## config.mk

```make
export PLATFORM = sky130hd
export DESIGN_NAME = eth_ipv4_l4_header_parser_flat
export DESIGN_NICKNAME = d
export VERILOG_FILES = /design/src/rtl/core/ehp_pkg.sv /design/src/rtl/core/ehp_in_if.sv /design/src/rtl/core/ehp_out_if.sv /design/src/rtl/core/ehp_field_capture.sv /design/src/rtl/core/ehp_classify.sv /design/src/rtl/core/eth_ipv4_l4_header_parser.sv /design/src/flat_wrapper.sv
export SDC_FILE = /design/constraint.sdc
export NUM_CORES = 1
export LEC_CHECK = 0
export ABC_AREA = 1
export BUFFER_PORTS_ARGS = -buffer_cell sky130_fd_sc_hd__buf_2
export CORE_UTILIZATION = 65
export CTS_CLUSTER_SIZE = 24
export DETAILED_ROUTE_END_ITERATION = 10
export PLACE_DENSITY = 0.85
export SYNTH_ARGS = -nofsm -noshare
export SYNTH_HDL_FRONTEND = slang
export SYNTH_SLANG_ARGS = --single-unit
```

## constraint.sdc

```tcl
create_clock -name clk -period 7.35 [get_ports clk]
set_clock_uncertainty 0.2 [all_clocks]
set_input_delay 1.47 -clock clk [delete_from_list [all_inputs] [get_ports clk]]
set_output_delay 1.47 -clock clk [all_outputs]
set_load 0.02 [all_outputs]
```

## src/rtl/core/ehp_pkg.sv

```systemverilog
package ehp_pkg;

  localparam int unsigned COUNT_W = 15;

  localparam logic [COUNT_W-1:0] MAX_FRAME_BYTES = 15'd16384;

  // byte positions in the frame
  localparam logic [COUNT_W-1:0] POS_ETYPE_HI = 15'd12;
  localparam logic [COUNT_W-1:0] POS_ETYPE_LO = 15'd13;
  localparam logic [COUNT_W-1:0] POS_VER_IHL  = 15'd14;
  localparam logic [COUNT_W-1:0] POS_FIRST_L4 = 15'd15;
  localparam logic [COUNT_W-1:0] POS_PROTOCOL = 15'd23;
  localparam logic [COUNT_W-1:0] POS_SRC_FIRST = 15'd26;
  localparam logic [COUNT_W-1:0] POS_SRC_LAST  = 15'd29;
  localparam logic [COUNT_W-1:0] POS_DST_FIRST = 15'd30;
  localparam logic [COUNT_W-1:0] POS_DST_LAST  = 15'd33;
  localparam logic [COUNT_W-1:0] TCP_OFF_DELTA = 15'd12;

  localparam logic [7:0] ETH_HDR_BYTES = 8'd14;
  localparam logic [7:0] UDP_HDR_BYTES = 8'd8;
  localparam logic [3:0] IP_VERSION_4  = 4'd4;

  localparam logic [15:0] ETHERTYPE_IPV4 = 16'h0800;
  localparam logic [15:0] ETHERTYPE_IPV6 = 16'h86dd;

  localparam logic [7:0] PROTO_ICMP = 8'd1;
  localparam logic [7:0] PROTO_TCP  = 8'd6;
  localparam logic [7:0] PROTO_UDP  = 8'd17;
  localparam logic [7:0] PROTO_GRE  = 8'd47;

  // fields_seen bit positions
  localparam int unsigned SEEN_ETYPE = 0;
  localparam int unsigned SEEN_VER   = 1;
  localparam int unsigned SEEN_ADDR  = 2;
  localparam int unsigned SEEN_TCP   = 3;

  localparam logic [2:0] ST_OK       = 3'd0;
  localparam logic [2:0] ST_IPV6     = 3'd1;
  localparam logic [2:0] ST_OTHER    = 3'd2;
  localparam logic [2:0] ST_VERSION  = 3'd3;
  localparam logic [2:0] ST_ZEROADDR = 3'd4;
  localparam logic [2:0] ST_BADL4    = 3'd5;
  localparam logic [2:0] ST_SHORT    = 3'd6;

  localparam logic [2:0] KIND_NONE = 3'd0;
  localparam logic [2:0] KIND_TCP  = 3'd1;
  localparam logic [2:0] KIND_UDP  = 3'd2;
  localparam logic [2:0] KIND_GRE  = 3'd3;
  localparam logic [2:0] KIND_ICMP = 3'd4;

  typedef struct packed {
    logic [15:0]        ethertype_word;
    logic [7:0]         version_and_ihl;
    logic [7:0]         protocol_number;
    logic               source_nonzero;
    logic               dest_nonzero;
    logic [7:0]         tcp_data_offset;
    logic [3:0]         fields_seen;
    logic [COUNT_W-1:0] frame_length;
  } ehp_summary_t;

  function automatic logic [7:0] l4_offset_of(input logic [7:0] ver_ihl);
    return ETH_HDR_BYTES + {2'b00, ver_ihl[3:0], 2'b00};
  endfunction

endpackage

```

## src/rtl/core/ehp_in_if.sv

```systemverilog
interface ehp_in_if;
  logic       valid;
  logic       ready;
  logic [7:0] data_byte;
  logic       last_byte;

  modport source (output valid, output data_byte, output last_byte, input ready);
  modport sink (input valid, input data_byte, input last_byte, output ready);
endinterface

```

## src/rtl/core/ehp_out_if.sv

```systemverilog
interface ehp_out_if;
  logic        valid;
  logic        ready;
  logic [2:0]  status;
  logic [2:0]  l4_kind;
  logic [7:0]  l4_offset;
  logic [7:0]  payload_offset;
  logic [14:0] frame_length;

  modport source (output valid, output status, output l4_kind, output l4_offset,
                  output payload_offset, output frame_length, input ready);
  modport sink (input valid, input status, input l4_kind, input l4_offset,
                input payload_offset, input frame_length, output ready);
endinterface

```

## src/rtl/core/ehp_field_capture.sv

```systemverilog
module ehp_field_capture (
  input  logic                  clk,
  input  logic                  rst,
  ehp_in_if.sink                frame_in,
  output ehp_pkg::ehp_summary_t summary,
  output logic                  summary_valid,
  input  logic                  summary_ready
);
  import ehp_pkg::*;

  logic [COUNT_W-1:0] byte_count;
  logic [15:0]        ethertype_word;
  logic [7:0]         version_and_ihl;
  logic [7:0]         protocol_number;
  logic               source_nonzero;
  logic               dest_nonzero;
  logic [7:0]         tcp_data_offset;
  logic [3:0]         fields_seen;

  logic [COUNT_W-1:0] byte_count_next;
  logic [15:0]        ethertype_word_next;
  logic [7:0]         version_and_ihl_next;
  logic [7:0]         protocol_number_next;
  logic               source_nonzero_next;
  logic               dest_nonzero_next;
  logic [7:0]         tcp_data_offset_next;
  logic [3:0]         fields_seen_next;

  logic               accept;
  logic               counting;
  logic               byte_nonzero;
  logic [COUNT_W-1:0] tcp_pos;

  assign frame_in.ready = !summary_valid || summary_ready;
  assign accept         = frame_in.valid && frame_in.ready;
  assign counting       = byte_count < MAX_FRAME_BYTES;
  assign byte_nonzero   = frame_in.data_byte != 8'd0;
  assign tcp_pos        = {{(COUNT_W-8){1'b0}}, l4_offset_of(version_and_ihl)} + TCP_OFF_DELTA;

  always_comb begin
    byte_count_next      = byte_count;
    ethertype_word_next  = ethertype_word;
    version_and_ihl_next = version_and_ihl;
    protocol_number_next = protocol_number;
    source_nonzero_next  = source_nonzero;
    dest_nonzero_next    = dest_nonzero;
    tcp_data_offset_next = tcp_data_offset;
    fields_seen_next     = fields_seen;
    if (counting) begin
      byte_count_next = byte_count + 1'b1;
      if (byte_count == POS_ETYPE_HI) begin
        ethertype_word_next = {frame_in.data_byte, 8'h00};
      end
      if (byte_count == POS_ETYPE_LO) begin
        ethertype_word_next = {ethertype_word[15:8], frame_in.data_byte};
        fields_seen_next[SEEN_ETYPE] = 1'b1;
      end
      if (byte_count == POS_VER_IHL) begin
        version_and_ihl_next = frame_in.data_byte;
        fields_seen_next[SEEN_VER] = 1'b1;
      end
      if (byte_count == POS_PROTOCOL) begin
        protocol_number_next = frame_in.data_byte;
      end
      if (byte_count >= POS_SRC_FIRST && byte_count <= POS_SRC_LAST && byte_nonzero) begin
        source_nonzero_next = 1'b1;
      end
      if (byte_count >= POS_DST_FIRST && byte_count <= POS_DST_LAST && byte_nonzero) begin
        dest_nonzero_next = 1'b1;
      end
      if (byte_count == POS_DST_LAST) begin
        fields_seen_next[SEEN_ADDR] = 1'b1;
      end
      if (fields_seen[SEEN_VER] && byte_count >= POS_FIRST_L4 && byte_count == tcp_pos) begin
        tcp_data_offset_next = frame_in.data_byte;
        fields_seen_next[SEEN_TCP] = 1'b1;
      end
    end
  end

  always_ff @(posedge clk) begin
    if (rst) begin
      byte_count      <= '0;
      ethertype_word  <= '0;
      version_and_ihl <= '0;
      protocol_number <= '0;
      source_nonzero  <= 1'b0;
      dest_nonzero    <= 1'b0;
      tcp_data_offset <= '0;
      fields_seen     <= '0;
      summary_valid   <= 1'b0;
    end else begin
      if (summary_valid && summary_ready) begin
        summary_valid <= 1'b0;
      end
      if (accept) begin
        if (frame_in.last_byte) begin
          // frame done: hand over and start the next one clean
          summary_valid   <= 1'b1;
          byte_count      <= '0;
          ethertype_word  <= '0;
          version_and_ihl <= '0;
          protocol_number <= '0;
          source_nonzero  <= 1'b0;
          dest_nonzero    <= 1'b0;
          tcp_data_offset <= '0;
          fields_seen     <= '0;
        end else begin
          byte_count      <= byte_count_next;
          ethertype_word  <= ethertype_word_next;
          version_and_ihl <= version_and_ihl_next;
          protocol_number <= protocol_number_next;
          source_nonzero  <= source_nonzero_next;
          dest_nonzero    <= dest_nonzero_next;
          tcp_data_offset <= tcp_data_offset_next;
          fields_seen     <= fields_seen_next;
        end
      end
    end
  end

  always_ff @(posedge clk) begin
    if (accept && frame_in.last_byte) begin
      summary.ethertype_word  <= ethertype_word_next;
      summary.version_and_ihl <= version_and_ihl_next;
      summary.protocol_number <= protocol_number_next;
      summary.source_nonzero  <= source_nonzero_next;
      summary.dest_nonzero    <= dest_nonzero_next;
      summary.tcp_data_offset <= tcp_data_offset_next;
      summary.fields_seen     <= fields_seen_next;
      summary.frame_length    <= byte_count_next;
    end
  end

  a_count_cleared: assert property (@(posedge clk) disable iff (rst)
    accept && frame_in.last_byte |=> byte_count == '0 && fields_seen == '0)
    else $error("byte count not cleared after last word");

  a_count_bounded: assert property (@(posedge clk) disable iff (rst)
    byte_count <= MAX_FRAME_BYTES)
    else $error("byte count beyond maximum");

  a_summary_loaded: assert property (@(posedge clk) disable iff (rst)
    accept && frame_in.last_byte |=> summary_valid)
    else $error("frame summary lost");

  a_no_overrun: assert property (@(posedge clk) disable iff (rst)
    summary_valid && !summary_ready |-> !frame_in.ready)
    else $error("input taken while summary stalled");

endmodule

```

## src/rtl/core/ehp_classify.sv

```systemverilog
module ehp_classify (
  input  logic                  clk,
  input  logic                  rst,
  input  ehp_pkg::ehp_summary_t summary,
  input  logic                  summary_valid,
  output logic                  summary_ready,
  ehp_out_if.source             result_out
);
  import ehp_pkg::*;

  logic [2:0]         status_next;
  logic [2:0]         kind_next;
  logic [7:0]         l4_next;
  logic [7:0]         l7_next;
  logic [7:0]         l4_calc;
  logic [7:0]         tcp_l7;
  logic [7:0]         udp_l7;
  logic [COUNT_W-1:0] len;

  assign summary_ready = !result_out.valid || result_out.ready;
  assign len           = summary.frame_length;
  assign l4_calc       = l4_offset_of(summary.version_and_ihl);
  assign tcp_l7        = l4_calc + {2'b00, summary.tcp_data_offset[7:4], 2'b00};
  assign udp_l7        = l4_calc + UDP_HDR_BYTES;

  always_comb begin
    status_next = ST_OK;
    kind_next   = KIND_NONE;
    l4_next     = '0;
    l7_next     = '0;
    if (!summary.fields_seen[SEEN_ETYPE]) begin
      status_next = ST_SHORT;
    end else if (summary.ethertype_word == ETHERTYPE_IPV6) begin
      status_next = ST_IPV6;
    end else if (summary.ethertype_word != ETHERTYPE_IPV4) begin
      status_next = ST_OTHER;
    end else if (!summary.fields_seen[SEEN_VER]) begin
      status_next = ST_SHORT;
    end else if (summary.version_and_ihl[7:4] != IP_VERSION_4) begin
      status_next = ST_VERSION;
    end else if (!summary.fields_seen[SEEN_ADDR]) begin
      status_next = ST_SHORT;
    end else if (!summary.source_nonzero || !summary.dest_nonzero) begin
      status_next = ST_ZEROADDR;
    end else begin
      l4_next = l4_calc;
      case (summary.protocol_number)
        PROTO_TCP: begin
          kind_next = KIND_TCP;
          if (!summary.fields_seen[SEEN_TCP]) begin
            status_next = ST_SHORT;
          end else begin
            l7_next = tcp_l7;
            if ({{(COUNT_W-8){1'b0}}, tcp_l7} > len) begin
              status_next = ST_SHORT;
            end
          end
        end
        PROTO_UDP: begin
          kind_next = KIND_UDP;
          l7_next   = udp_l7;
          if ({{(COUNT_W-8){1'b0}}, udp_l7} > len) begin
            status_next = ST_SHORT;
          end
        end
        PROTO_GRE: begin
          kind_next = KIND_GRE;
        end
        PROTO_ICMP: begin
          kind_next = KIND_ICMP;
        end
        default: begin
          status_next = ST_BADL4;
        end
      endcase
    end
    if (status_next != ST_OK) begin
      kind_next = KIND_NONE;
      l4_next   = '0;
      l7_next   = '0;
    end
  end

  always_ff @(posedge clk) begin
    if (rst) begin
      result_out.valid <= 1'b0;
    end else if (summary_ready) begin
      result_out.valid <= summary_valid;
    end
  end

  always_ff @(posedge clk) begin
    if (summary_ready && summary_valid) begin
      result_out.status         <= status_next;
      result_out.l4_kind        <= kind_next;
      result_out.l4_offset      <= l4_next;
      result_out.payload_offset <= l7_next;
      result_out.frame_length   <= len;
    end
  end

  a_error_clears: assert property (@(posedge clk) disable iff (rst)
    result_out.valid && result_out.status != ST_OK |->
      result_out.l4_kind == KIND_NONE && result_out.l4_offset == 8'd0 &&
      result_out.payload_offset == 8'd0)
    else $error("error result carries transport fields");

  a_ok_has_kind: assert property (@(posedge clk) disable iff (rst)
    result_out.valid && result_out.status == ST_OK |-> result_out.l4_kind != KIND_NONE)
    else $error("good result without transport kind");

  a_payload_in_frame: assert property (@(posedge clk) disable iff (rst)
    result_out.valid && result_out.status == ST_OK |->
      {7'd0, result_out.payload_offset} <= result_out.frame_length)
    else $error("payload offset beyond frame length");

  a_summary_taken: assert property (@(posedge clk) disable iff (rst)
    summary_valid && summary_ready |=> result_out.valid)
    else $error("summary dropped");

endmodule

```

## src/rtl/core/eth_ipv4_l4_header_parser.sv

```systemverilog
// result path: last byte taken -> frame summary register -> result register
// throughput: one byte per cycle while frame_in.ready is high, set by the byte counter
// and capture compare
// a stalled result holds the summary register, and input stalls only when both are full
// reset: synchronous active-high rst clears the byte count, captured fields and valids
module eth_ipv4_l4_header_parser (
  input  logic      clk,
  input  logic      rst,
  ehp_in_if.sink    frame_in,
  ehp_out_if.source result_out
);
  import ehp_pkg::*;

  ehp_summary_t summary;
  logic         summary_valid;
  logic         summary_ready;

  ehp_field_capture u_capture (
    .clk           (clk),
    .rst           (rst),
    .frame_in      (frame_in),
    .summary       (summary),
    .summary_valid (summary_valid),
    .summary_ready (summary_ready)
  );

  ehp_classify u_classify (
    .clk           (clk),
    .rst           (rst),
    .summary       (summary),
    .summary_valid (summary_valid),
    .summary_ready (summary_ready),
    .result_out    (result_out)
  );

endmodule

```

## src/flat_wrapper.sv

```systemverilog
// flat-port wrapper written by rule: the top's interface ports become plain ports
module eth_ipv4_l4_header_parser_flat import ehp_pkg::*;
  (clk, rst, frame_in_valid, frame_in_data_byte, frame_in_last_byte, frame_in_ready, result_out_valid, result_out_status, result_out_l4_kind, result_out_l4_offset, result_out_payload_offset, result_out_frame_length, result_out_ready);
  ehp_in_if frame_in_i ();
  ehp_out_if result_out_i ();
  input  logic clk;
  input  logic rst;
  input wire logic [$bits(frame_in_i.valid)-1:0] frame_in_valid;
  input wire logic [$bits(frame_in_i.data_byte)-1:0] frame_in_data_byte;
  input wire logic [$bits(frame_in_i.last_byte)-1:0] frame_in_last_byte;
  output wire logic [$bits(frame_in_i.ready)-1:0] frame_in_ready;
  output wire logic [$bits(result_out_i.valid)-1:0] result_out_valid;
  output wire logic [$bits(result_out_i.status)-1:0] result_out_status;
  output wire logic [$bits(result_out_i.l4_kind)-1:0] result_out_l4_kind;
  output wire logic [$bits(result_out_i.l4_offset)-1:0] result_out_l4_offset;
  output wire logic [$bits(result_out_i.payload_offset)-1:0] result_out_payload_offset;
  output wire logic [$bits(result_out_i.frame_length)-1:0] result_out_frame_length;
  input wire logic [$bits(result_out_i.ready)-1:0] result_out_ready;
  assign frame_in_i.valid = frame_in_valid;
  assign frame_in_i.data_byte = frame_in_data_byte;
  assign frame_in_i.last_byte = frame_in_last_byte;
  assign frame_in_ready = frame_in_i.ready;
  assign result_out_valid = result_out_i.valid;
  assign result_out_status = result_out_i.status;
  assign result_out_l4_kind = result_out_i.l4_kind;
  assign result_out_l4_offset = result_out_i.l4_offset;
  assign result_out_payload_offset = result_out_i.payload_offset;
  assign result_out_frame_length = result_out_i.frame_length;
  assign result_out_i.ready = result_out_ready;
  eth_ipv4_l4_header_parser u_core (.clk(clk), .rst(rst), .frame_in(frame_in_i), .result_out(result_out_i));
endmodule
```

==> results of run 1 <==
## synthesized netlist by cell type (3+ instances only)
| master | number |
|---|---|
| edfxtp_1 | 91 |
| mux2i_1 | 6 |
| ha_1 | 23 |
| buf_4 | 9 |
| xor2_1 | 17 |
| a31oi_1 | 3 |
| dfxtp_1 | 59 |
| o21ai_0 | 19 |
| nor2_2 | 6 |
| nand3_1 | 29 |
| xnor2_1 | 4 |
| o211ai_1 | 3 |
| buf_6 | 7 |
| nand2_2 | 11 |
| nor3_1 | 10 |
| a22oi_1 | 3 |
| buf_2 | 4 |
| nor4_1 | 7 |
| clkbuf_1 | 12 |
| inv_2 | 5 |
| inv_1 | 113 |
| o21ai_2 | 14 |
| a21oi_1 | 61 |
| nand2_1 | 183 |
| a21oi_2 | 9 |
| nor3_2 | 13 |
| nand4_1 | 9 |
| nor2_1 | 48 |
## through the flow
step	power [W]	std cells	cell area, µm²	util [%]
2_1_floorplan	0.000999	808	7460	-
3_5_place_dp	0.00103	967	7710	69.9
5_1_grt	0.00192	999	8310	75.3
4_1_cts	0.00188	999	8310	75.3
3_3_place_gp	0.00103	967	7710	69.9
6_report	0.00187	999	8310	75.3
## worst max path at each step
stage	from	endpoint	slack [ns]
2_1_floorplan	result_out_ready	u_core.u_capture.summary[0]	2.22
4_1_cts	u_core.u_capture.summary[37]	u_core.u_classify.result_out.l4_offset[4]	3.27
5_1_grt	u_core.u_capture.summary[37]	u_core.u_classify.result_out.l4_offset[4]	2.89
3_5_place_dp	u_core.u_capture.summary[37]	u_core.u_classify.result_out.l4_offset[4]	3.33
3_3_place_gp	u_core.u_capture.summary[37]	u_core.u_classify.result_out.l4_offset[3]	3.56
6_report	u_core.u_capture.summary[37]	u_core.u_classify.result_out.l4_offset[4]	3.21
## worst min-delay path, cell delays in order, from the launching register on
cell and delay [ns]:
dfxtp_1 0.30, inv_1 0.05, a21oi_1 0.05
## metal layers
metal,share of wire [%],up-vias,track usage (%)
li1,-,2739,-
met1,39,2722,34.8
met2,51,240,50.6
met3,6.7,42,6.81
met4,3.0,0,13.0
met5,0,-,0
## state kept, by name (all words and copies together) (netlist names)
signal	count
u_core.u_capture.byte_count	15
u_core.u_capture.protocol_number	8
u_core.u_classify.result_out.l4_offset	6
u_core.u_capture.version_and_ihl	8
u_core.u_classify.result_out.payload_offset	7
u_core.u_capture.dest_nonzero	1
u_core.u_capture.source_nonzero	1
u_core.u_classify.result_out.frame_length	15
u_core.u_capture.summary_valid	1
u_core.u_capture.ethertype_word	16
u_core.u_classify.result_out.valid	1
u_core.u_capture.tcp_data_offset	4
u_core.u_classify.result_out.status	3
u_core.u_capture.summary	57
u_core.u_classify.result_out.l4_kind	3
u_core.u_capture.fields_seen	4
## power by group
part	total (W)	internal, W	switching, W
logic	0.0000973	0.0000259	0.0000715
registers	0.000916	0.000906	0.00000968
clock network	0.000859	0.000514	0.000344
total	0.00187	0.00145	0.000425
## cell usage in the layout (no fill, tap or decap), drive strengths merged, types with 3 or more instances in the layout
master,netlist,routed
clkbuf,12,20
nor4,8,8
nor3,25,25
o211ai,4,4
a31oi,3,3
edfxtp,91,91
o21ai,34,34
a22oi,3,3
nand2,195,195
nor2,57,57
a21oi,70,70
buf,21,52
clkinv,1,8
xnor2,4,4
inv,118,121
nand4,11,11
nand3,30,30
xor2,17,17
ha,23,23
mux2i,6,6
conb,1,3
dfxtp,59,59
## layout make-up
class	count	area (µm²)
tap	140	175
timing repair buffer	52	270
clock buffer	20	447
sequential	150	3910
inverter	119	452
multi-input combinational	506	2900
clock inverter	12	144
fill	710	2730
## logic make-up after synthesis
family	share of synthesized area (%)
simple gates	21.2
flops	52.5
mux	0.806
buf+inv	8.94
fa+ha+maj	4.13
compound gates	9.87
other cells	0.0503
xor+xnor	2.47
==> impl_metrics.csv, run 1 <==
group,metric,value,unit
run_status,status,"finished, final reports clean",
grt,antenna_found_initial,0,
setup_path,path_delay_family,"simple AND/OR/NAND/NOR gates",
timing,whs,0.245,ns
clock_network,clk_pin_slew,0.06,ns
synthesis,synth_flop_cell,"edfxtp_1",
timing,rsz0062_at_grt,"no",
synthesis,synth_area_leaders,"edfxtp_1 37%, dfxtp_1 16%, nand2_1 9.2%",
timing,slew_headroom,29.2,%
clock_network,postCtsHoldBufs,0,
setup_path,max_stage_delay,0.46,ns
detailed_routing,dr.pass1.iters,6,
synthesis,synth_edf_count,91,
synthesis,netlist.area_leader.share,36.7,%
run,max-cap-violations,0,
setup_path,path_max_fanout,16,
timing,maxSlewViolCount,0,
die,start_util,67.6,%
synthesis,synth_seq_cells,150,
clock_network,postCtsSetupBuffers,0,
power,p_per_area,225,nW/µm²
placed_design,place_ws,3.33,ns
setup_path,rr_worst_depth,26,
setup_path,path_depth,26,
timing,finalHoldViolations,0,
clock_network,tritoncts.num_buffers,17,
die,ios,52,
synthesis,synth_area_leader_cell,"edfxtp_1",
clock_network,clkSinkCount,150,
setup_path,worst_path_most_repeated_cell,"nand2_1",
final_layout,drive_above_1_share,18.0,%
setup_path,critPathCaptureType,"flop",
synthesis,syn_inst,806,
grt,grt_pass1_wl,26400,µm
timing,fmaxAchievable,242,MHz
power,ir_drop,0.000131,V
detailed_routing,wl_per_cell,16.3,µm
clock_network,h-tree-depth,4,
synthesis,yosysWarnings,0,
detailed_routing,drc_errors,0,
setup_path,critPathRequiredTime,7.39,ns
setup_path,start_kind,"flop",
detailed_routing,routed_wl,16300,µm
die,die_x,109,µm
timing,setup-violations-final,0,
final_layout,n_antenna_cell,0,
detailed_routing,antenna_left,0,
setup_path,r2r-start,"u_core.u_capture.summary[37]",
die,fp.dieH,109,µm
synthesis,seq_area_frac_synth,52.5,%
die,die_area,11900,µm²
synthesis,synth-async-reset-ratio,0,%
placed_design,dp_hpwl,11200,µm
min_path,hold_path.class,"reg2reg",
placed_design,place_congestion,0.913,
clock_network,clk_latency,0.42,ns
min_path,hold_path_end,"u_core.u_capture.dest_nonzero",
timing,worst_slew_pin_slew,1.06,ns
min_path,hold_start,"u_core.u_capture.dest_nonzero",
die,fp.coreArea,11000,µm²
timing,period_share,56.3,%
clock_network,cts-root-buf,"clkbuf_16",
min_path,timing.hold.worst_path_depth,2,
detailed_routing,vias_per_cell,5.75,
die,fp-row-count,38,
grt,grt_usage,29.4,%
setup_path,path_buf_inv,5,
setup_path,cp.arrival,4.17,ns
synthesis,avgSynthCellArea,9.25,µm²
setup_path,reg2reg_to,"u_core.u_classify.result_out.l4_offset[4]",
clock_network,clk_path_buf_depth,2,
timing,period_minus_slack,4.14,ns
grt,grt-ovfl-total,0,
grt,grt_pass1_vias,5561,
synthesis,synth_cell_types,52,
detailed_routing,vias,5743,
grt,grt_max_degree,58,
setup_path,crit_type,"reg2reg",
setup_path,r2r_slack,3.21,ns
clock_network,cts_tree,"yes",
timing,tns,0,ns
final_layout,nNetsFinal,883,
setup_path,cpMaxStageDelayCell,"fa_1",
synthesis,synth_area,7460,µm²
power,p_leak,3.42,nW
detailed_routing,drt_iter0_drc,701,
timing,setup_ws,3.21,ns
placed_design,numPortBuffers,48,
final_layout,area_growth,11.4,%
clock_network,cts-resized-gates,0,
Note: power is estimated with default switching activity, not from simulation.
==> run 2: changes to the inputs <==
--- a/config.mk
+++ b/config.mk
@@ -7,10 +7,10 @@
 export LEC_CHECK = 0
 export ABC_AREA = 1
 export BUFFER_PORTS_ARGS = -buffer_cell sky130_fd_sc_hd__buf_2
-export CORE_UTILIZATION = 65
+export CORE_UTILIZATION = 55
 export CTS_CLUSTER_SIZE = 24
 export DETAILED_ROUTE_END_ITERATION = 10
-export PLACE_DENSITY = 0.85
+export PLACE_DENSITY = 0.77
 export SYNTH_ARGS = -nofsm -noshare
 export SYNTH_HDL_FRONTEND = slang
 export SYNTH_SLANG_ARGS = --single-unit
==> constraint.sdc (replaced) <==
create_clock -name clk -period 3.8 [get_ports clk]
set_clock_uncertainty 0.2 [all_clocks]
set_input_delay 0.76 -clock clk [delete_from_list [all_inputs] [get_ports clk]]
set_output_delay 0.76 -clock clk [all_outputs]
set_load 0.02 [all_outputs]
==> run 2 against run 1 <==
- maximum frequency up 17%
- register-to-register slack worse by 2.9 ns
- non-clock buffer count up 5
- power up 90%
- critical path depth down 2
- via count down 6.0%
- critical path type unchanged
- highest routed layer unchanged
==> impl_metrics.csv, run 2 (synthesized netlist as in run 1, its figures left out) <==
group,metric,value,unit
detailed_routing,antenna_left,0,
timing,setup-violations-final,0,
clock_network,cts_tree,"yes",
grt,grt_pass1_wl,24400,µm
final_layout,layout_commonest_cell,"nand2_1",
detailed_routing,dr.pass1.iters,4,
die,fp.coreArea,13200,µm²
placed_design,numPortBuffers,48,
timing,fmaxAchievable,284,MHz
grt,grt_pass1_vias,5105,
die,die_x,118,µm
power,p_leak,3.47,nW
setup_path,r2r_slack,0.27,ns
min_path,hold_start,"u_core.u_capture.summary[10]",
clock_network,h-tree-depth,4,
power,p_clk_share,44.5,%
power,switching_power,0.000806,W
min_path,hold_path.class,"reg2reg",
clock_network,clkSinkCount,150,
setup_path,rr_worst_depth,24,
setup_path,cp.arrival,3.49,ns
final_layout,n_antenna_cell,0,
timing,maxSlewViolCount,0,
power,ir_drop,0.000320,V
final_layout,reg.largest.list,"u_core.u_capture.summary: 57 flops, u_core.u_capture.ethertype_word: 16 flops",
detailed_routing,routed_wl,14900,µm
grt,grt_max_degree,52,
setup_path,critPathCaptureType,"flop",
setup_path,critPathRequiredTime,3.76,ns
detailed_routing,drt_iter0_drc,377,
setup_path,endpoint,"u_core.u_classify.result_out.l4_offset[2]",
setup_path,start_kind,"flop",
final_layout,num-fill-cells,1109,
clock_network,tritoncts.num_buffers,17,
final_layout,drive_above_1_share,20.1,%
placed_design,dp_hpwl,10100,µm
detailed_routing,wl_per_cell,14.3,µm
clock_network,clk_path_buf_depth,2,
die,fp-row-count,42,
detailed_routing,drc_errors,0,
detailed_routing,vias,5399,
placed_design,place_congestion,0.914,
grt,grt_usage,22.5,%
detailed_routing,vias_per_cell,5.19,
power,cell_internal_pwr,0.00275,W
final_layout,final_cell_mix,"181 x nand2_1, 110 x inv_1, 91 x edfxtp_1",
final_layout,largest_reg_flops,57,
setup_path,r2r-start,"u_core.u_capture.summary[37]",
setup_path,path_max_fanout,17,
setup_path,crit_type,"reg2reg",
timing,slew_headroom,30.1,%
final_layout,nNetsFinal,889,
placed_design,post-place-cells,1007,
die,start_util,56.3,%
setup_path,path_cells,"inv_2 -> ha_4 -> xnor2_1 -> ha_1 -> nand2_1 -> inv_1 -> o21ai_1 -> nand2_1 -> xor2_1 -> inv_2 -> ha_4 -> nand2_1 -> nor2_1 -> nand2_1 -> nand3_1 -> nand2_1 -> nand2_1 -> nand2_1 -> nand3_1 -> nand2_1 -> nand2_1 -> nand2_1 -> nand2_4 -> nor3_1",
die,ios,52,
grt,grt-ovfl-total,0,
clock_network,clk_latency,0.42,ns
power,p_sw_share,22.7,%
power,p_per_area,420,nW/µm²
grt,antenna_found_initial,0,
final_layout,top_register,"u_core.u_capture.summary",
clock_network,clk_pin_slew,0.06,ns
run,max-cap-violations,0,
setup_path,critPathLaunch,"u_core.u_capture.summary[37]",
timing,finalHoldViolations,0,
setup_path,worst_path_most_repeated_cell,"nand2_1",
setup_path,reg2reg_to,"u_core.u_classify.result_out.l4_offset[2]",
power,p_seq_share,49.8,%
power,fin_total_pwr,0.00355,W
timing,period_minus_slack,3.53,ns
setup_path,cpMaxStageDelayCell,"edfxtp_1",
run_status,status,"finished, final reports clean",
power,pwr-share-comb,5.7,%
die,fp.dieH,118,µm
final_layout,finalNonFillerCells,1041,
setup_path,max_stage_delay,0.36,ns
clock_network,cts-root-buf,"clkbuf_16",
die,die_area,14000,µm²
timing,worst_slew_pin_slew,1.05,ns
timing,period_share,92.8,%
final_layout,area_growth,13.6,%
-- run 2: routing by layer --
| metal | wire (µm) | up-vias | track usage, % |
|---|---|---|---|
| met5 | 0 | - | 0 |
| met4 | 164 | 0 | 7.52 |
| met3 | 671 | 13 | 6.27 |
| met2 | 7440 | 135 | 37.6 |
| met1 | 6640 | 2505 | 28.0 |
| li1 | - | 2746 | - |
-- run 2: area by class of cell --
cell class | count | area (µm²) | share of cell area (%)
well taps | 176 | 220 | 2.60
repair buffers | 57 | 320 | 3.78
inverters | 119 | 452 | 5.33
flip-flops and latches | 150 | 3910 | 46.2
clock buffers | 21 | 460 | 5.44
clock inverters | 11 | 98.8 | 1.17
multi-input cells | 507 | 3000 | 35.5
-- run 2: power by group through the flow --
stage	clock (W)	sequential, W	combinational, W
finish	0.00158	0.00177	0.000202
global route	0.00168	0.00177	0.000222
CTS	0.00161	0.00177	0.000195
detailed placement	0	0.00180	0.000193
global placement	0	0.00180	0.000190
floorplan	0	0.00181	0.000119
-- run 2: worst min path at each step --
| stage | endpoint | cells past startpoint |
|---|---|---|
| final | u_core.u_classify.result_out.frame_length[10] | 0 |
| after global routing | u_core.u_classify.result_out.frame_length[10] | 0 |
| after CTS | u_core.u_classify.result_out.frame_length[11] | 0 |
| after detailed placement | u_core.u_classify.result_out.frame_length[10] | 0 |
| after global placement | u_core.u_capture.dest_nonzero | 2 |
| after floorplan | u_core.u_capture.dest_nonzero | 2 |
-- run 2: critical path, delay by kind of cell, from the launching register on --
kind	cells	cell delay (ns)
flops	1	0.36
simple gates	15	1.25
compound gates	1	0.12
buf+inv	3	0.20
xor+xnor	2	0.40
fa+ha+maj	3	0.74
-- run 2: timing repair --
item / in CTS / in global routing
pin swaps: 0 / 4
hold buffers: 0 / 0
gates cloned: 0 / 1
endpoints found under the setup margin: 4 / 18
resized for setup: 2 / 16
setup buffers: 0 / 1
-- run 2: stage by stage --
stage	setup slack (ns)	utilization, %	hold slack [ns]	setup TNS [ns]	area [µm²]
finish	0.274	63.9	0.247	0	8470
global route	-0.00717	63.9	0.259	-0.0138	8470
CTS	0.0273	63.3	0.249	0	8380
detailed placement	-0.0466	59.0	0.235	-0.0669	7810
global placement	0.146	59.0	0.232	0	7810
floorplan	0.319	-	0.221	0	7470
==> run 3: changes to the inputs <==
==> constraint.sdc (replaced) <==
create_clock -name clk -period 3.8 [get_ports clk]
set_clock_uncertainty 0.2 [all_clocks]
set_input_delay 1.14 -clock clk [delete_from_list [all_inputs] [get_ports clk]]
set_output_delay 1.14 -clock clk [all_outputs]
set_load 0.02 [all_outputs]
==> run 3 against run 2 <==
- register-to-register slack worse by 0.06 ns
- first-iteration DRC count up 25%
- via count up 1.4%
- sequential power about the same
- clock power about the same
- die area unchanged
- count of clock-buffer cells in the layout down 3
- critical path depth up 1
- largest cell class unchanged
- largest power group unchanged
==> impl_metrics.csv, run 3 (synthesized netlist as in run 1, its figures left out) <==
group,metric,value,unit
placed_design,post-place-cells,1009,
detailed_routing,vias,5475,
setup_path,crit_type,"reg2reg",
setup_path,worst_path_most_repeated_cell,"nand2_1",
setup_path,max_stage_delay,0.38,ns
grt,grt-ovfl-total,0,
detailed_routing,drt_iter0_drc,471,
final_layout,final_cell_mix,"179 x nand2_1, 111 x inv_1, 91 x edfxtp_1",
clock_network,cts-root-buf,"clkbuf_16",
setup_path,path_max_fanout,5,
timing,setup-violations-final,0,
final_layout,finalNonFillerCells,1045,
die,ios,52,
final_layout,layout_commonest_cell,"nand2_1",
run_status,status,"finished, final reports clean",
placed_design,dp_hpwl,10000,µm
detailed_routing,antenna_left,0,
timing,period_share,94.5,%
die,die_area,14000,µm²
grt,grt_pass1_vias,5037,
final_layout,largest_reg_flops,57,
timing,period_minus_slack,3.59,ns
die,start_util,56.3,%
final_layout,utilization,64.6,%
placed_design,numPortBuffers,48,
clock_network,clk_latency,0.42,ns
grt,grt_max_degree,52,
timing,slew_headroom,52.2,%
min_path,hold_path.class,"reg2reg",
grt,grt_pass1_wl,24300,µm
setup_path,critPathCaptureType,"flop",
grt,grt_usage,22.3,%
power,ir_drop,0.000295,V
detailed_routing,routed_wl,15200,µm
timing,maxSlewViolCount,0,
final_layout,drive_above_1_share,20.7,%
clock_network,tritoncts.num_buffers,17,
final_layout,n_antenna_cell,0,
timing,finalHoldViolations,0,
final_layout,num-fill-cells,1079,
final_layout,top_register,"u_core.u_capture.summary",
setup_path,reg2reg_to,"u_core.u_classify.result_out.l4_offset[4]",
die,fp-row-count,42,
clock_network,clk_path_buf_depth,2,
detailed_routing,vias_per_cell,5.24,
die,fp.dieH,118,µm
die,die_x,118,µm
setup_path,r2r-start,"u_core.u_capture.summary[37]",
final_layout,reg.largest.list,"u_core.u_capture.summary: 57 flops, u_core.u_capture.ethertype_word: 16 flops",
setup_path,critPathRequiredTime,3.85,ns
grt,antenna_found_initial,0,
timing,fmaxAchievable,279,MHz
final_layout,multiInputGateArea,3060,µm²
power,p_per_area,418,nW/µm²
setup_path,r2r_slack,0.21,ns
clock_network,clk_pin_slew,0.06,ns
setup_path,cp.arrival,3.64,ns
timing,tns,0,ns
clock_network,cts_tree,"yes",
final_layout,nNetsFinal,893,
min_path,hold_path_end,"u_core.u_capture.fields_seen[3]",
run,max-cap-violations,0,
die,fp.coreArea,13200,µm²
detailed_routing,drc_errors,0,
detailed_routing,wl_per_cell,14.6,µm
setup_path,rr_worst_depth,25,
placed_design,place_congestion,0.907,
clock_network,clkSinkCount,150,
final_layout,area_growth,14.7,%
clock_network,h-tree-depth,4,
min_path,hold_start,"u_core.u_capture.fields_seen[3]",
detailed_routing,dr.pass1.iters,5,
final_layout,seqCellArea,3910,µm²
timing,worst_slew_pin_slew,0.715,ns
min_path,timing.hold.worst_path_depth,2,
clock_network,postCtsHoldBufs,0,
setup_path,start_kind,"flop",
setup_path,cpMaxStageDelayCell,"edfxtp_1",
power,p_leak,3.49,nW
[run 3: worst max-delay path by stage]
stage	to	cells after the start	start	slack [ns]
after floorplan	u_core.u_classify.result_out.frame_length[0]	2	result_out_ready	0.32
after global placement	u_core.u_classify.result_out.l4_kind[2]	25	u_core.u_capture.summary[37]	0.08
after detailed placement	u_core.u_classify.result_out.l4_kind[2]	25	u_core.u_capture.summary[37]	-0.04
after CTS	u_core.u_classify.result_out.l4_offset[6]	25	u_core.u_capture.summary[37]	0.006
after global routing	u_core.u_classify.result_out.l4_offset[4]	25	u_core.u_capture.summary[37]	-0.04
final	u_core.u_classify.result_out.l4_offset[4]	25	u_core.u_capture.summary[37]	0.21
[run 3: cell type report]
cell class,instances,share of cell area (%)
flip-flops and latches,150,45.8
clock buffers,18,5.02
clock inverters,14,1.59
well taps,176,2.58
inverters,119,5.28
repair buffers,59,3.92
multi-input cells,509,35.8
[run 3: critical path, delay by kind of cell (launching register included)]
family                     cells  cell delay, ns
buffers and inverters          5            0.31
DFF                            1            0.38
xor gates and xnor gates       1            0.12
and+or+nand+nor               15            1.35
adders and majority gates      3            0.93
AOI/OAI and AO/OA              1            0.12
[run 3: power by group]
part	leakage, nW	switching (W)	internal [W]
clock	0.259	0.000646	0.000956
combinational	1.89	0.000145	0.0000617
sequential	1.34	0.0000171	0.00175
[run 3: per-layer routing]
layer,wire length (µm),global-route usage (%),part of all wire [%]
met5,0,0,0
met4,313,8.47,2.1
met3,760,5.31,5.0
met2,7550,36.7,50
met1,6590,28.4,43
[run 3: per-stage QoR]
step / hold slack, ns / power [W] / area, µm² / setup WS, ns
after global placement: 0.235 / 0.00199 / 7830 / 0.0826
after floorplan: 0.221 / 0.00193 / 7470 / 0.315
after CTS: 0.248 / 0.00359 / 8410 / 0.00557
final: 0.250 / 0.00358 / 8550 / 0.210
after global routing: 0.255 / 0.00370 / 8550 / -0.0424
after detailed placement: 0.234 / 0.00200 / 7830 / -0.0427
[run 3: repair_timing]
item,4_1_cts,5_1_grt
pin swaps,0,5
gates cloned,0,3
endpoints found under the hold margin,0,0
gates resized for setup,3,25
endpoints found under the setup margin,16,18
setup buffers,0,1
